[config.mk]
export PLATFORM = sky130hd
export DESIGN_NAME = gradient_colormap_lookup
export DESIGN_NICKNAME = d
export VERILOG_FILES = /design/src/rtl/gcl_pkg.sv /design/src/rtl/gcl_ram.sv /design/src/rtl/gcl_ctrl.sv /design/src/rtl/gcl_datapath.sv /design/src/rtl/gradient_colormap_lookup.sv
export VERILOG_INCLUDE_DIRS = /design/src /design/src/rtl
export SDC_FILE = /design/constraint.sdc
export NUM_CORES = 2
export LEC_CHECK = 0
export ABC_CLOCK_PERIOD_IN_PS = 23600
export BUFFER_PORTS_ARGS = -buffer_cell sky130_fd_sc_hd__buf_2
export CAP_MARGIN = 5
export CORE_MARGIN = 2
export CORE_UTILIZATION = 55
export DETAILED_ROUTE_END_ITERATION = 10
export PLACE_DENSITY = 0.71
export SYNTH_ARGS = -nofsm -noshare
export SYNTH_HDL_FRONTEND = slang
export SYNTH_SLANG_ARGS = --single-unit
[constraint.sdc]
create_clock -name clk -period 23.6 [get_ports clk]
set_input_delay 2.36 -clock clk [delete_from_list [all_inputs] [get_ports clk]]
set_output_delay 2.36 -clock clk [all_outputs]
set_load 0.1 [all_outputs]
[src/rtl/gradient_colormap_lookup_assert.svh]
// Assertion macros shared by the gradient colormap RTL.
`ifndef GRADIENT_COLORMAP_LOOKUP_ASSERT_SVH
`define GRADIENT_COLORMAP_LOOKUP_ASSERT_SVH

`ifndef SYNTHESIS
// Same-cycle implication, disabled while reset is high.
`define GCL_ASSERT_IMP(label, clk, rst, ante, cons) \
  label: assert property (@(posedge clk) disable iff (rst) (ante) |-> (cons)) \
    else $error("gcl: same-cycle check failed");
// Next-cycle implication, disabled while reset is high.
`define GCL_ASSERT_NXT(label, clk, rst, ante, cons) \
  label: assert property (@(posedge clk) disable iff (rst) (ante) |=> (cons)) \
    else $error("gcl: next-cycle check failed");
`else
`define GCL_ASSERT_IMP(label, clk, rst, ante, cons)
`define GCL_ASSERT_NXT(label, clk, rst, ante, cons)
`endif

`endif

[src/rtl/gcl_pkg.sv]
package gcl_pkg;

  localparam int POS_BITS = 16;
  localparam int CH_BITS  = 8;
  localparam int STEP_W   = $clog2(POS_BITS);
  localparam int CFG_W    = 5;
  localparam int IDX_W    = 4;

  // Item kinds carried in tuser
  localparam logic CMD_WRITE  = 1'b0;
  localparam logic CMD_LOOKUP = 1'b1;

  // Channel select codes for the interpolation step
  localparam logic [1:0] CH_RED   = 2'd0;
  localparam logic [1:0] CH_GREEN = 2'd1;
  localparam logic [1:0] CH_BLUE  = 2'd2;

  typedef struct packed {
    logic [CH_BITS-1:0]  blue;
    logic [CH_BITS-1:0]  green;
    logic [CH_BITS-1:0]  red;
    logic [POS_BITS-1:0] pos;
  } stop_t;

  typedef struct packed {
    logic       cmp_en;
    logic       cmp_first;
    logic       decide;
    logic       div_step;
    logic       mul_step;
    logic [1:0] mul_sel;
    logic       load_out;
  } ctrl_cmd_t;

  typedef struct packed {
    logic edge_hit;
    logic out_free;
  } dp_status_t;

endpackage

[src/rtl/gcl_ram.sv]
module gcl_ram #(
  parameter int WIDTH = 40,
  parameter int DEPTH = 16
) (
  input  logic                     clk,
  input  logic                     we,
  input  logic [$clog2(DEPTH)-1:0] waddr,
  input  logic [WIDTH-1:0]         wdata,
  input  logic                     re,
  input  logic [$clog2(DEPTH)-1:0] raddr,
  output logic [WIDTH-1:0]         rdata
);

  logic [WIDTH-1:0] mem [DEPTH];

  always_ff @(posedge clk) begin
    if (we) begin
      mem[waddr] <= wdata;
    end
    if (re) begin
      rdata <= mem[raddr];
    end
  end

endmodule

[src/rtl/gcl_ctrl.sv]
`include "gradient_colormap_lookup_assert.svh"

module gcl_ctrl #(
  parameter int MAX_STOPS = 16
) (
  input  logic                           clk,
  input  logic                           rst,
  input  logic                           lookup_start,
  input  logic [$clog2(MAX_STOPS+1)-1:0] n_live,
  input  gcl_pkg::dp_status_t            status,
  output gcl_pkg::ctrl_cmd_t             cmd,
  output logic                           ram_re,
  output logic [$clog2(MAX_STOPS)-1:0]   ram_raddr,
  output logic                           ready
);
  import gcl_pkg::*;

  localparam int AW = $clog2(MAX_STOPS);
  localparam int CW = $clog2(MAX_STOPS + 1);

  localparam logic [2:0] S_IDLE   = 3'd0;
  localparam logic [2:0] S_SCAN   = 3'd1;
  localparam logic [2:0] S_DRAIN  = 3'd2;
  localparam logic [2:0] S_DECIDE = 3'd3;
  localparam logic [2:0] S_DIV    = 3'd4;
  localparam logic [2:0] S_MUL    = 3'd5;
  localparam logic [2:0] S_LOAD   = 3'd6;

  logic [2:0]        state, state_next;
  logic [CW-1:0]     cnt, cnt_next;
  logic [STEP_W-1:0] step, step_next;
  logic [1:0]        ch, ch_next;
  logic              rd_pend, rd_first;
  logic              scan_last;

  assign scan_last = (32'(cnt) + 32'd1) >= 32'(n_live);
  assign ready     = (state == S_IDLE);
  assign ram_re    = (state == S_SCAN);
  assign ram_raddr = cnt[AW-1:0];

  always_comb begin
    state_next    = state;
    cnt_next      = cnt;
    step_next     = step;
    ch_next       = ch;
    cmd           = '0;
    cmd.cmp_en    = rd_pend;
    cmd.cmp_first = rd_first;
    cmd.mul_sel   = ch;
    case (state)
      S_IDLE: begin
        cnt_next = '0;
        if (lookup_start) begin
          state_next = S_SCAN;
        end
      end
      S_SCAN: begin
        if (scan_last) begin
          state_next = S_DRAIN;
          cnt_next   = '0;
        end else begin
          cnt_next = cnt + CW'(1);
        end
      end
      S_DRAIN: begin
        state_next = S_DECIDE;
      end
      S_DECIDE: begin
        cmd.decide = 1'b1;
        step_next  = '0;
        state_next = status.edge_hit ? S_LOAD : S_DIV;
      end
      S_DIV: begin
        cmd.div_step = 1'b1;
        step_next    = step + STEP_W'(1);
        if (step == STEP_W'(POS_BITS - 1)) begin
          state_next = S_MUL;
          ch_next    = CH_RED;
        end
      end
      S_MUL: begin
        cmd.mul_step = 1'b1;
        if (ch == CH_BLUE) begin
          state_next = S_LOAD;
        end else begin
          ch_next = ch + 2'd1;
        end
      end
      S_LOAD: begin
        if (status.out_free) begin
          cmd.load_out = 1'b1;
          state_next   = S_IDLE;
        end
      end
      default: begin
        state_next = S_IDLE;
      end
    endcase
  end

  always_ff @(posedge clk) begin
    if (rst) begin
      state    <= S_IDLE;
      cnt      <= '0;
      step     <= '0;
      ch       <= CH_RED;
      rd_pend  <= 1'b0;
      rd_first <= 1'b0;
    end else begin
      state    <= state_next;
      cnt      <= cnt_next;
      step     <= step_next;
      ch       <= ch_next;
      rd_pend  <= (state == S_SCAN);
      rd_first <= (state == S_SCAN) && (cnt == '0);
    end
  end

  `GCL_ASSERT_NXT(a_start_scan, clk, rst, ready && lookup_start, state == S_SCAN)
  `GCL_ASSERT_IMP(a_load_free, clk, rst, cmd.load_out, status.out_free)
  `GCL_ASSERT_IMP(a_scan_bound, clk, rst, state == S_SCAN, 32'(cnt) < 32'(n_live))

endmodule

[src/rtl/gcl_datapath.sv]
`include "gradient_colormap_lookup_assert.svh"

module gcl_datapath (
  input  logic                             clk,
  input  logic                             rst,
  input  logic                             latch_sample,
  input  logic [gcl_pkg::POS_BITS-1:0]     sample_in,
  input  gcl_pkg::stop_t                   rdata,
  input  gcl_pkg::ctrl_cmd_t               cmd,
  output gcl_pkg::dp_status_t              status,
  output logic                             out_valid,
  input  logic                             out_ready,
  output logic [3*gcl_pkg::CH_BITS-1:0]    out_rgb
);
  import gcl_pkg::*;

  localparam int PW = CH_BITS + POS_BITS + 1;
  localparam logic [POS_BITS:0] ONE_T = (POS_BITS+1)'(1) << POS_BITS;
  localparam logic [PW-1:0]     HALF  = PW'(1) << (POS_BITS - 1);

  stop_t               lo, hi, ea, eb;
  logic                have_a, have_b;
  logic [POS_BITS-1:0] sample_q;
  logic [POS_BITS:0]   rem;
  logic [POS_BITS-1:0] quo;
  logic                q_int;
  logic [CH_BITS-1:0]  res_r, res_g, res_b;

  logic                below, have_a_eff, have_b_eff;
  logic                edge_lo, edge_hi;
  logic [POS_BITS-1:0] den, num;
  logic [POS_BITS:0]   rem2, t, t_inv;
  logic                ge;
  logic [CH_BITS-1:0]  ca, cb;
  logic [PW-1:0]       v;

  assign below      = rdata.pos < sample_q;
  assign have_a_eff = have_a & ~cmd.cmp_first;
  assign have_b_eff = have_b & ~cmd.cmp_first;
  assign edge_lo    = sample_q <= lo.pos;
  assign edge_hi    = sample_q >= hi.pos;
  assign den        = eb.pos - ea.pos;
  assign num        = sample_q - ea.pos;
  assign rem2       = {rem[POS_BITS-1:0], 1'b0};
  assign ge         = rem2 >= {1'b0, den};
  assign t          = {q_int, quo};
  assign t_inv      = ONE_T - t;

  always_comb begin
    case (cmd.mul_sel)
      CH_RED:   begin ca = ea.red;   cb = eb.red;   end
      CH_GREEN: begin ca = ea.green; cb = eb.green; end
      CH_BLUE:  begin ca = ea.blue;  cb = eb.blue;  end
      default:  begin ca = ea.red;   cb = eb.red;   end
    endcase
  end

  // Blend: cA*(1-t) + cB*t, rounded half up
  assign v = PW'(ca) * PW'(t_inv) + PW'(cb) * PW'(t) + HALF;

  assign status.edge_hit = edge_lo | edge_hi;
  assign status.out_free = ~out_valid | out_ready;

  always_ff @(posedge clk) begin
    if (latch_sample) begin
      sample_q <= sample_in;
    end
    if (cmd.cmp_en) begin
      if (cmd.cmp_first || rdata.pos < lo.pos) begin
        lo <= rdata;
      end
      if (cmd.cmp_first || rdata.pos > hi.pos) begin
        hi <= rdata;
      end
      if (below && (!have_a_eff || rdata.pos > ea.pos)) begin
        ea <= rdata;
      end
      if (!below && (!have_b_eff || rdata.pos < eb.pos)) begin
        eb <= rdata;
      end
    end
    if (cmd.decide) begin
      if (edge_lo) begin
        res_r <= lo.red;
        res_g <= lo.green;
        res_b <= lo.blue;
      end else if (edge_hi) begin
        res_r <= hi.red;
        res_g <= hi.green;
        res_b <= hi.blue;
      end
      q_int <= (num == den);
      rem   <= (num == den) ? '0 : {1'b0, num};
      quo   <= '0;
    end
    if (cmd.div_step) begin
      if (ge) begin
        rem <= rem2 - {1'b0, den};
        quo <= {quo[POS_BITS-2:0], 1'b1};
      end else begin
        rem <= rem2;
        quo <= {quo[POS_BITS-2:0], 1'b0};
      end
    end
    if (cmd.mul_step) begin
      case (cmd.mul_sel)
        CH_RED:   res_r <= v[POS_BITS +: CH_BITS];
        CH_GREEN: res_g <= v[POS_BITS +: CH_BITS];
        CH_BLUE:  res_b <= v[POS_BITS +: CH_BITS];
        default:  res_r <= v[POS_BITS +: CH_BITS];
      endcase
    end
    if (cmd.load_out) begin
      out_rgb <= {res_b, res_g, res_r};
    end
  end

  always_ff @(posedge clk) begin
    if (rst) begin
      have_a    <= 1'b0;
      have_b    <= 1'b0;
      out_valid <= 1'b0;
    end else begin
      if (cmd.cmp_en) begin
        have_a <= have_a_eff | below;
        have_b <= have_b_eff | ~below;
      end
      if (cmd.load_out) begin
        out_valid <= 1'b1;
      end else if (out_ready) begin
        out_valid <= 1'b0;
      end
    end
  end

  `GCL_ASSERT_IMP(a_div_span, clk, rst, cmd.div_step, den != '0 && ea.pos < sample_q)

endmodule

[src/rtl/gradient_colormap_lookup.sv]
// Channel  | Dir | Signals                          | Carries
// ---------+-----+----------------------------------+--------------------------------
// s_axis   | in  | tvalid tready tdata[63:0] tuser  | stop write or sample lookup
// m_axis   | out | tvalid tready tdata[23:0]        | looked-up RGB color
// cfg      | in  | cfg_we cfg_wdata[4:0]            | stops_in_use register
//
// A stop write lands in the stop RAM on the accepting beat.
// A lookup makes one RAM read per stop (n being the live stop count), runs a
// 16-step restoring divider for t, then blends one channel per cycle before it
// loads the result. Lookups that hit an end stop skip the divide and the blend.
// Reset sets stops_in_use to 2 and clears control state; the RAM holds garbage until
// written. A result waiting in the output register does not block the next beat;
// only loading a new result waits for it to drain.
module gradient_colormap_lookup #(
  parameter int MAX_STOPS = 16
) (
  input  logic        clk,
  input  logic        rst,
  input  logic        s_axis_tvalid,
  output logic        s_axis_tready,
  // [3:0] stop_index, [19:4] stop_position, [27:20] stop_red, [35:28] stop_green,
  // [43:36] stop_blue, [59:44] sample, [63:60] zero
  input  logic [63:0] s_axis_tdata,
  // [0] cmd (0 write stop, 1 lookup)
  input  logic        s_axis_tuser,
  output logic        m_axis_tvalid,
  input  logic        m_axis_tready,
  // [7:0] out_red, [15:8] out_green, [23:16] out_blue
  output logic [23:0] m_axis_tdata,
  input  logic        cfg_we,
  input  logic [4:0]  cfg_wdata
);
  import gcl_pkg::*;

  localparam int AW = $clog2(MAX_STOPS);
  localparam int CW = $clog2(MAX_STOPS + 1);

  logic [CFG_W-1:0]    stops_in_use;
  logic [CW-1:0]       n_live;
  logic                accept, lookup_start, wr_en;
  logic [IDX_W-1:0]    stop_index;
  logic [31:0]         idx_wide;
  stop_t               wr_stop, rd_stop;
  logic [$bits(stop_t)-1:0] rd_word;
  logic                ram_re;
  logic [AW-1:0]       ram_raddr;
  ctrl_cmd_t           cmd;
  dp_status_t          status;
  logic                ready;

  // Unpack the input beat
  assign stop_index    = s_axis_tdata[3:0];
  assign wr_stop.pos   = s_axis_tdata[19:4];
  assign wr_stop.red   = s_axis_tdata[27:20];
  assign wr_stop.green = s_axis_tdata[35:28];
  assign wr_stop.blue  = s_axis_tdata[43:36];
  assign idx_wide      = 32'(stop_index);

  assign s_axis_tready = ready;
  assign accept        = s_axis_tvalid & ready;
  assign lookup_start  = accept & (s_axis_tuser == CMD_LOOKUP);
  // Drop writes aimed past the end of the table
  assign wr_en         = accept & (s_axis_tuser == CMD_WRITE) & (idx_wide < 32'(MAX_STOPS));
  assign rd_stop       = stop_t'(rd_word);

  // Live stop count: zero counts as one, anything above the table size saturates
  always_comb begin
    if (stops_in_use == '0) begin
      n_live = CW'(1);
    end else if (32'(stops_in_use) > 32'(MAX_STOPS)) begin
      n_live = CW'(MAX_STOPS);
    end else begin
      n_live = CW'(stops_in_use);
    end
  end

  always_ff @(posedge clk) begin
    if (rst) begin
      stops_in_use <= CFG_W'(2);
    end else if (cfg_we) begin
      stops_in_use <= cfg_wdata;
    end
  end

  gcl_ram #(
    .WIDTH ($bits(stop_t)),
    .DEPTH (MAX_STOPS)
  ) u_ram (
    .clk   (clk),
    .we    (wr_en),
    .waddr (idx_wide[AW-1:0]),
    .wdata (wr_stop),
    .re    (ram_re),
    .raddr (ram_raddr),
    .rdata (rd_word)
  );

  gcl_ctrl #(
    .MAX_STOPS (MAX_STOPS)
  ) u_ctrl (
    .clk          (clk),
    .rst          (rst),
    .lookup_start (lookup_start),
    .n_live       (n_live),
    .status       (status),
    .cmd          (cmd),
    .ram_re       (ram_re),
    .ram_raddr    (ram_raddr),
    .ready        (ready)
  );

  gcl_datapath u_dp (
    .clk          (clk),
    .rst          (rst),
    .latch_sample (lookup_start),
    .sample_in    (s_axis_tdata[59:44]),
    .rdata        (rd_stop),
    .cmd          (cmd),
    .status       (status),
    .out_valid    (m_axis_tvalid),
    .out_ready    (m_axis_tready),
    .out_rgb      (m_axis_tdata)
  );

endmodule

# --- Word level (Yosys, flattened, before mapping) ---
# Memories as Yosys holds them, arrays and structs flattened. A register that Yosys moved wholly into a read port is not among the register bits.
# Index checks and enable logic that the tools add are counted.
word_totals:
  in_bits: 75
  ramBits: 640
  reg_bits: 281
  wordCells: 161
  n_memories: 1
mem_list:
  columns: ["name", "depth", "width", "rd", "rd_clocked_by_memory_dff", "write_ports", "line_no", "rtl"]
  rows:
  - ["u_ram.mem", 16, 40, 1, 1, 1, "gcl_ram.sv:14", "logic [WIDTH-1:0] mem [DEPTH];"]
classes:
  addsub: 10
  n_reduce_logical: 25
  bitwise_logic: 14
  multipliers: 2
  n_lt_le_gt_ge: 11
  muxes: 48
  eq_ne: 16
ops:
  columns: ["cell", "n"]
  rows:
  - ["8-bit two-way mux", 15]
  - ["16-bit two-way mux", 6]
  - ["16-bit less-than comparator", 3]
  - ["8-bit by 17-bit multiplier with 24-bit output", 2]
  - ["16-bit subtractor", 3]
  - ["32-bit by 5-bit greater-or-equal comparator with 1-bit output", 1]
  - ["16-bit > comparator", 2]
  - ["8-bit one-hot mux with 2 select lines", 2]
  - ["24-bit by 16-bit adder with 24-bit output (second input constant)", 1]
  - ["24-bit adder", 1]
  - ["3-bit one-hot mux with 7 select lines", 1]
  - ["17-bit by 16-bit greater-or-equal comparator with 1-bit output", 1]
  - ["17-bit subtractor (first input constant)", 1]
  - ["16-bit equality test", 1]
  - ["16-bit greater-or-equal comparator", 1]
  - ["16-bit <= comparator", 1]
  - ["3-bit two-way mux", 5]
  - ["5-bit two-way mux", 3]
  - ["5-bit logical NOT", 2]
  - ["1-bit two-way mux", 10]
  - ["5-bit one-hot mux with 2 select lines", 1]
  - ["2-bit nonzero test", 5]
  - ["3-bit equality test (second input constant)", 3]
  - ["4-bit one-hot mux with 2 select lines", 1]
  - ["other kinds (26)", 54]

# --- Longest topological paths before layout ---
logic_depth:
  word_depth: 7
  ltp_mapped: 30
  mapped_depth_nobuf: 28

# --- Modules after synthesis ---
# A second synthesis with hierarchy kept.
hier_totals:
  hier_cells: 3404
  hier_area_um2: 49721.4
by_module_without_submodules:
  columns: ["module", "area_per_inst_um2", "instances", "cells_each"]
  rows:
  - ["gcl_ram", 25530.7, 1, 1040]
  - ["gcl_datapath", 22939.5, 1, 2216]
  - ["gcl_ctrl", 1024.7, 1, 122]
  - ["gradient_colormap_lookup", 226.5, 1, 26]

# --- Worst setup path before layout ---
# Ideal clock, no wire load.
synth_timing:
  path_kind: "reg-to-reg"
  from: "register u_dp.quo[3]"
  to: "register u_dp.res_g[7]"
  arrival_ps: 7707
  required_ps: 23468
  setup_ps: 132
  synth_period_minus_slack_ps: 7838
  stages_incl_launch_ff: 28
  slack_ps: 15762
  cell_sequence: "edfxtp_1 or3_1 or3_1 or2_2 nor4_1 nor2b_1 and2b_1 xnor2_1 nand2_1 fa_1 fa_1 fa_1 inv_1 fa_1 fa_1 inv_1 fa_1 inv_1 ha_1 a21o_1 a21o_1 a221o_1 a22o_1 a211o_1 a31o_2 a21oi_1 xnor2_1 o21ai_0"
synth_via:
  elab_chain_len: 6
  word_cells_on_any_way: 7
  cone_classes: "add/sub (3); mul (2); mux (2)"
synth_rtl:
  columns: ["element", "line_no", "rtl"]
  rows:
  - ["start, declared", "gcl_datapath.sv:25", "logic [POS_BITS-1:0] quo;"]
  - ["start signal, assigned", "gcl_datapath.sv:99", "quo <= {quo[POS_BITS-2:0], 1'b1};"]
  - ["start signal, assigned", "gcl_datapath.sv:102", "quo <= {quo[POS_BITS-2:0], 1'b0};"]
  - ["17-bit subtractor", "gcl_datapath.sv:47", "assign t_inv = ONE_T - t;"]
  - ["8-bit by 17-bit multiplier with 24-bit output", "gcl_datapath.sv:59", "assign v = PW'(ca) * PW'(t_inv) + PW'(cb) * PW'(t) + HALF;"]
  - ["24-bit adder (*)", "gcl_datapath.sv:59", null]
  - ["24-bit by 16-bit adder with 24-bit output (*)", "gcl_datapath.sv:59", null]
  - ["8-bit two-way mux (*)", "gcl_datapath.sv:106", "case (cmd.mul_sel)"]
  - ["8-bit two-way mux (*)", "gcl_datapath.sv:105", "if (cmd.mul_step) begin"]
  - ["end signal, assigned", "gcl_datapath.sv:85", "res_g <= lo.green;"]
  - ["end signal, assigned", "gcl_datapath.sv:89", "res_g <= hi.green;"]
  - ["end signal, assigned", "gcl_datapath.sv:108", "CH_GREEN: res_g <= v[POS_BITS +: CH_BITS];"]
  - ["end, declared", "gcl_datapath.sv:27", "logic [CH_BITS-1:0] res_r, res_g, res_b;"]
# Every way passes the cells marked *; elsewhere a longest branch is shown, timed or not.
# A chain may end at the register's enable or synchronous reset.

# --- Worst setup path after layout ---
layout_timing:
  from: "register u_dp.quo[3]"
  to: "register u_dp.res_r[7]"
layout_via:
  elab_chain_len: 6
  word_cells_on_any_way: 7
  cone_classes: "add/sub (3); mul (2); mux (2)"
layout_rtl:
  columns: ["element", "line_no", "rtl"]
  rows:
  - ["17-bit subtractor", "gcl_datapath.sv:47", null]
  - ["8-bit by 17-bit multiplier with 24-bit output", "gcl_datapath.sv:59", null]
  - ["24-bit adder (*)", "gcl_datapath.sv:59", null]
  - ["24-bit by 16-bit adder with 24-bit output (*)", "gcl_datapath.sv:59", null]
  - ["8-bit two-way mux (*)", "gcl_datapath.sv:106", null]
  - ["8-bit two-way mux (*)", "gcl_datapath.sv:105", null]
  - ["end signal, assigned", "gcl_datapath.sv:84", "res_r <= lo.red;"]
  - ["end signal, assigned", "gcl_datapath.sv:107", "CH_RED: res_r <= v[POS_BITS +: CH_BITS];"]
  - ["end signal, assigned", "gcl_datapath.sv:110", "default: res_r <= v[POS_BITS +: CH_BITS];"]
  - ["end, declared", "gcl_datapath.sv:27", null]
# Marked as above.

==> results.yml <==
clock_network:
  cts_buffers: 92
  clockRootBuffer: "clkbuf_16"
  insertion_delay_ns: 0.65
  cts_resized: 0
  cts_tree: "done"
  cts.sinks: 961
  clk_pin_slew_ns: 0.06
  cts_hold_buf: 0
  clockBufferDepth: 3
  cts_setup_buffers: 0
  htreeDepth: 3
worst_hold_path:
  hp-class: "flip-flop to flip-flop"
logic_synthesis:
  yosysTopAreaCellShare: 0.5585
  syn_area_um2: 49090
  synth-seq-cells: 961
  yosysWarnings: 0
  synth_top_area_cell: "edfxtp_1"
  async_flop_share: 0
  synth_top_family_by_area: "adder cells"
  yosys.area_share.adder: 0.1526
  synth-edff-count: 913
  synthFlopType: "edfxtp_1"
  synth_mux_area_frac: 0.09669
  synth_sequential_area_ratio: 0.5780
  synth_nets: 3800
  synth_compound_area_frac: 0.05431
  synthXorXnorAreaFrac: 0.01753
  syn-instance-count: 3259
  synth.distinct_cells: 83
  yosys.area_share.simple: 0.06155
  synthTopCellsByArea: "edfxtp_1, mux4_2, fa_1"
  avgSynthCellArea_um2: 15.06
power:
  ir_drop_mv: 0.2666
  power_density_nw_per_um2: 119.1
  leakage_nw: 20.08
routing:
  post-route-drc-count: 0
  drt-initial-drc-count: 2631
  first_pass_iters: 8
  wl_per_cell_um: 23.79
  via_per_inst: 5.947
  num_vias: 27470
  ant_nets: 0
  routed_wl_um: 109900
die:
  core_um2: 88370
  initial_core_util: 0.5555
  num_rows: 109
  ioPinCount: 101
  dieArea_um2: 91670
  die_x_um: 302.8
  dieHeight_um: 302.8
timing:
  finClkSkew_ns: 0.02730
  setup-violations-final: 0
  fmax_ghz: 0.1077
  slew_headroom: 0.1698
  timing.final.crit_share: 0.3933
  slew_violations: 0
  hold_viol: 0
  setup-tns-final_ns: 0
  rsz0062_at_grt: "no"
  worstMarginPinSlew_ns: 1.245
  fin_crit_ns: 9.283
critical_path:
  cp.arrival_ns: 9.79
  worst-setup-path-type: "flip-flop to flip-flop"
  endpoint_kind: "flip-flop"
  critPathRequiredTime_ns: 24.11
  path_max_fanout: 13
  critPathLaunchType: "flip-flop"
cells_and_area:
  final_cell_area_um2: 54050
  nFillCells: 6456
  drive_gt1_frac: 0.1565
  final_util: 0.6116
  area_growth_pct: 10.10
  layout.nets: 3920
global_routing:
  use_met3: 0.04361
  busiest_layer: "met2"
  grt_usage: 0.2454
  grt_pass1_wl_um: 167800
  grtUsageMet1: 0.3310
  grt.met2_usage: 0.4053
  grt_pass1_vias: 28430
  antenna_found_initial: 20
  grt_start_max_net_pins: 74
  gr-total-overflow: 0
place:
  place_hpwl_um: 71130
  port_buffers: 96
  dpl-instance-area_um2: 51090
  finalWeightedCongestion: 0.8915
run:
  maxCapViolations: 0
outcome:
  status: "finished clean"
## critical path: stages, from the launching register on
cell      delay, ns
edfxtp_1       0.65
or3_1          0.47
or3_1          0.37
or2_2          0.32
nor4_1         0.49
nor2b_1        0.33
nand2b_1       0.10
xor2_1         0.64
nand2_1        0.17
fa_1           0.55
fa_1           0.45
fa_1           0.52
inv_1          0.05
fa_1           0.46
fa_1           0.54
inv_1          0.06
fa_1           0.53
inv_1          0.04
ha_1           0.30
and4_1         0.26
a221o_1        0.41
a22o_1         0.22
a211o_1        0.31
a31o_2         0.26
a21oi_1        0.17
xnor2_1        0.31
o21ai_0        0.16
## Yosys cell counts, drive strengths merged, types with 5 or more instances
cell type  number
a2111oi         6
a211o          12
a211oi          9
a21o           38
a21oi          81
a22o           13
a22oi          33
a2bb2oi         9
a31oi           7
and2           94
and3            6
buf            20
clkbuf         95
dfxtp          48
edfxtp        913
fa            221
ha            245
inv           397
mux2i          22
mux4          200
nand2         220
nand2b         23
nand3          18
nand3b          6
nand4          20
nor2          138
nor2b          20
nor3           29
nor3b          10
nor4            7
o2111ai         5
o211ai          9
o21a           21
o21ai          67
o21bai          6
o221ai          7
o22ai          17
o31ai           6
or2            10
or3            12
xnor2          64
xor2           30
## layout make-up
cell class | count | area (µm²) | share of cell area
clock inverter | 39 | 419.2 | 0.007755
clock buffer | 126 | 2536 | 0.04692
timing repair buffer | 141 | 818.3 | 0.01514
sequential | 961 | 28390 | 0.5252
tap | 1165 | 1458 | 0.02697
multi-input combinational | 1786 | 18930 | 0.3503
antenna | 3 | 7.507 | 0.0001389
inverter | 397 | 1490 | 0.02757
## cell usage in the layout, fill, tap and decap left out, types with 38 or more instances in the layout
master	instances
mux4_2	200
inv_1	396
a21o_1	38
dfxtp_1	44
fa_1	221
a21oi_1	79
buf_2	96
xnor2_1	64
nor2_1	125
and2_1	94
buf_4	45
edfxtp_1	913
nand2_1	220
clkbuf_16	96
o21ai_0	56
ha_1	245
## sequential cells by signal, indices dropped and copies added, names as in the netlist, 8 cells and up
name	cells
u_ram.mem	640
u_dp.ea	40
u_dp.eb	40
u_dp.hi	40
u_dp.lo	40
u_ram.rdata	40
u_dp.out_rgb	24
u_dp.quo	16
u_dp.rem	16
u_dp.sample_q	16
u_dp.res_b	8
u_dp.res_g	8
u_dp.res_r	8
## metrics by stage
stage	worst slack (ns)	total power, mW	hold WS, ns	std cells
2_1_floorplan	15.76	4.175	0.4081	3259
3_3_place_gp	14.57	4.950	0.4189	4450
3_5_place_dp	14.47	5.032	0.4352	4450
4_1_cts	14.43	6.487	0.4511	4615
5_1_grt	13.97	6.914	0.4543	4617
6_report	14.32	6.436	0.4486	4618
## layer usage
metal,part of all wire,up-vias
li1,-,12170
met1,0.40,14050
met2,0.49,987
met3,0.070,233
met4,0.034,20
met5,0.0012,-
## cells by family after synthesis
| kind of cell | count (synthesis) |
|---|---|
| adders and majority gates | 466 |
| muxes | 224 |
| DFF | 961 |
| AOI/OAI and AO/OA | 377 |
| xor gates and xnor gates | 95 |
| buffers and inverters | 512 |
| and+or+nand+nor | 624 |
## power by group
part           internal, mW  total (mW)  switching [mW]
registers              2.00        2.09          0.0908
logic                  1.17        2.90            1.74
clock network         0.822        1.44           0.618
## final timing paths
check | from | to | slack [ns] | cells past startpoint
setup / recovery | u_dp.quo[3]$_SDFFCE_PN0P_ | u_dp.res_r[7]$_DFF_P_ | 14.32 | 26
hold / removal | u_dp.res_r[7]$_DFF_P_ | u_dp.out_rgb[7]$_DFFE_PP_ | 0.45 | 0
setup reg to reg | u_dp.quo[3]$_SDFFCE_PN0P_ | u_dp.res_r[7]$_DFF_P_ | 14.32 | 26
hold reg to reg | u_dp.res_r[7]$_DFF_P_ | u_dp.out_rgb[7]$_DFFE_PP_ | 0.45 | 0
Note: power is estimated with default switching activity, not from simulation.
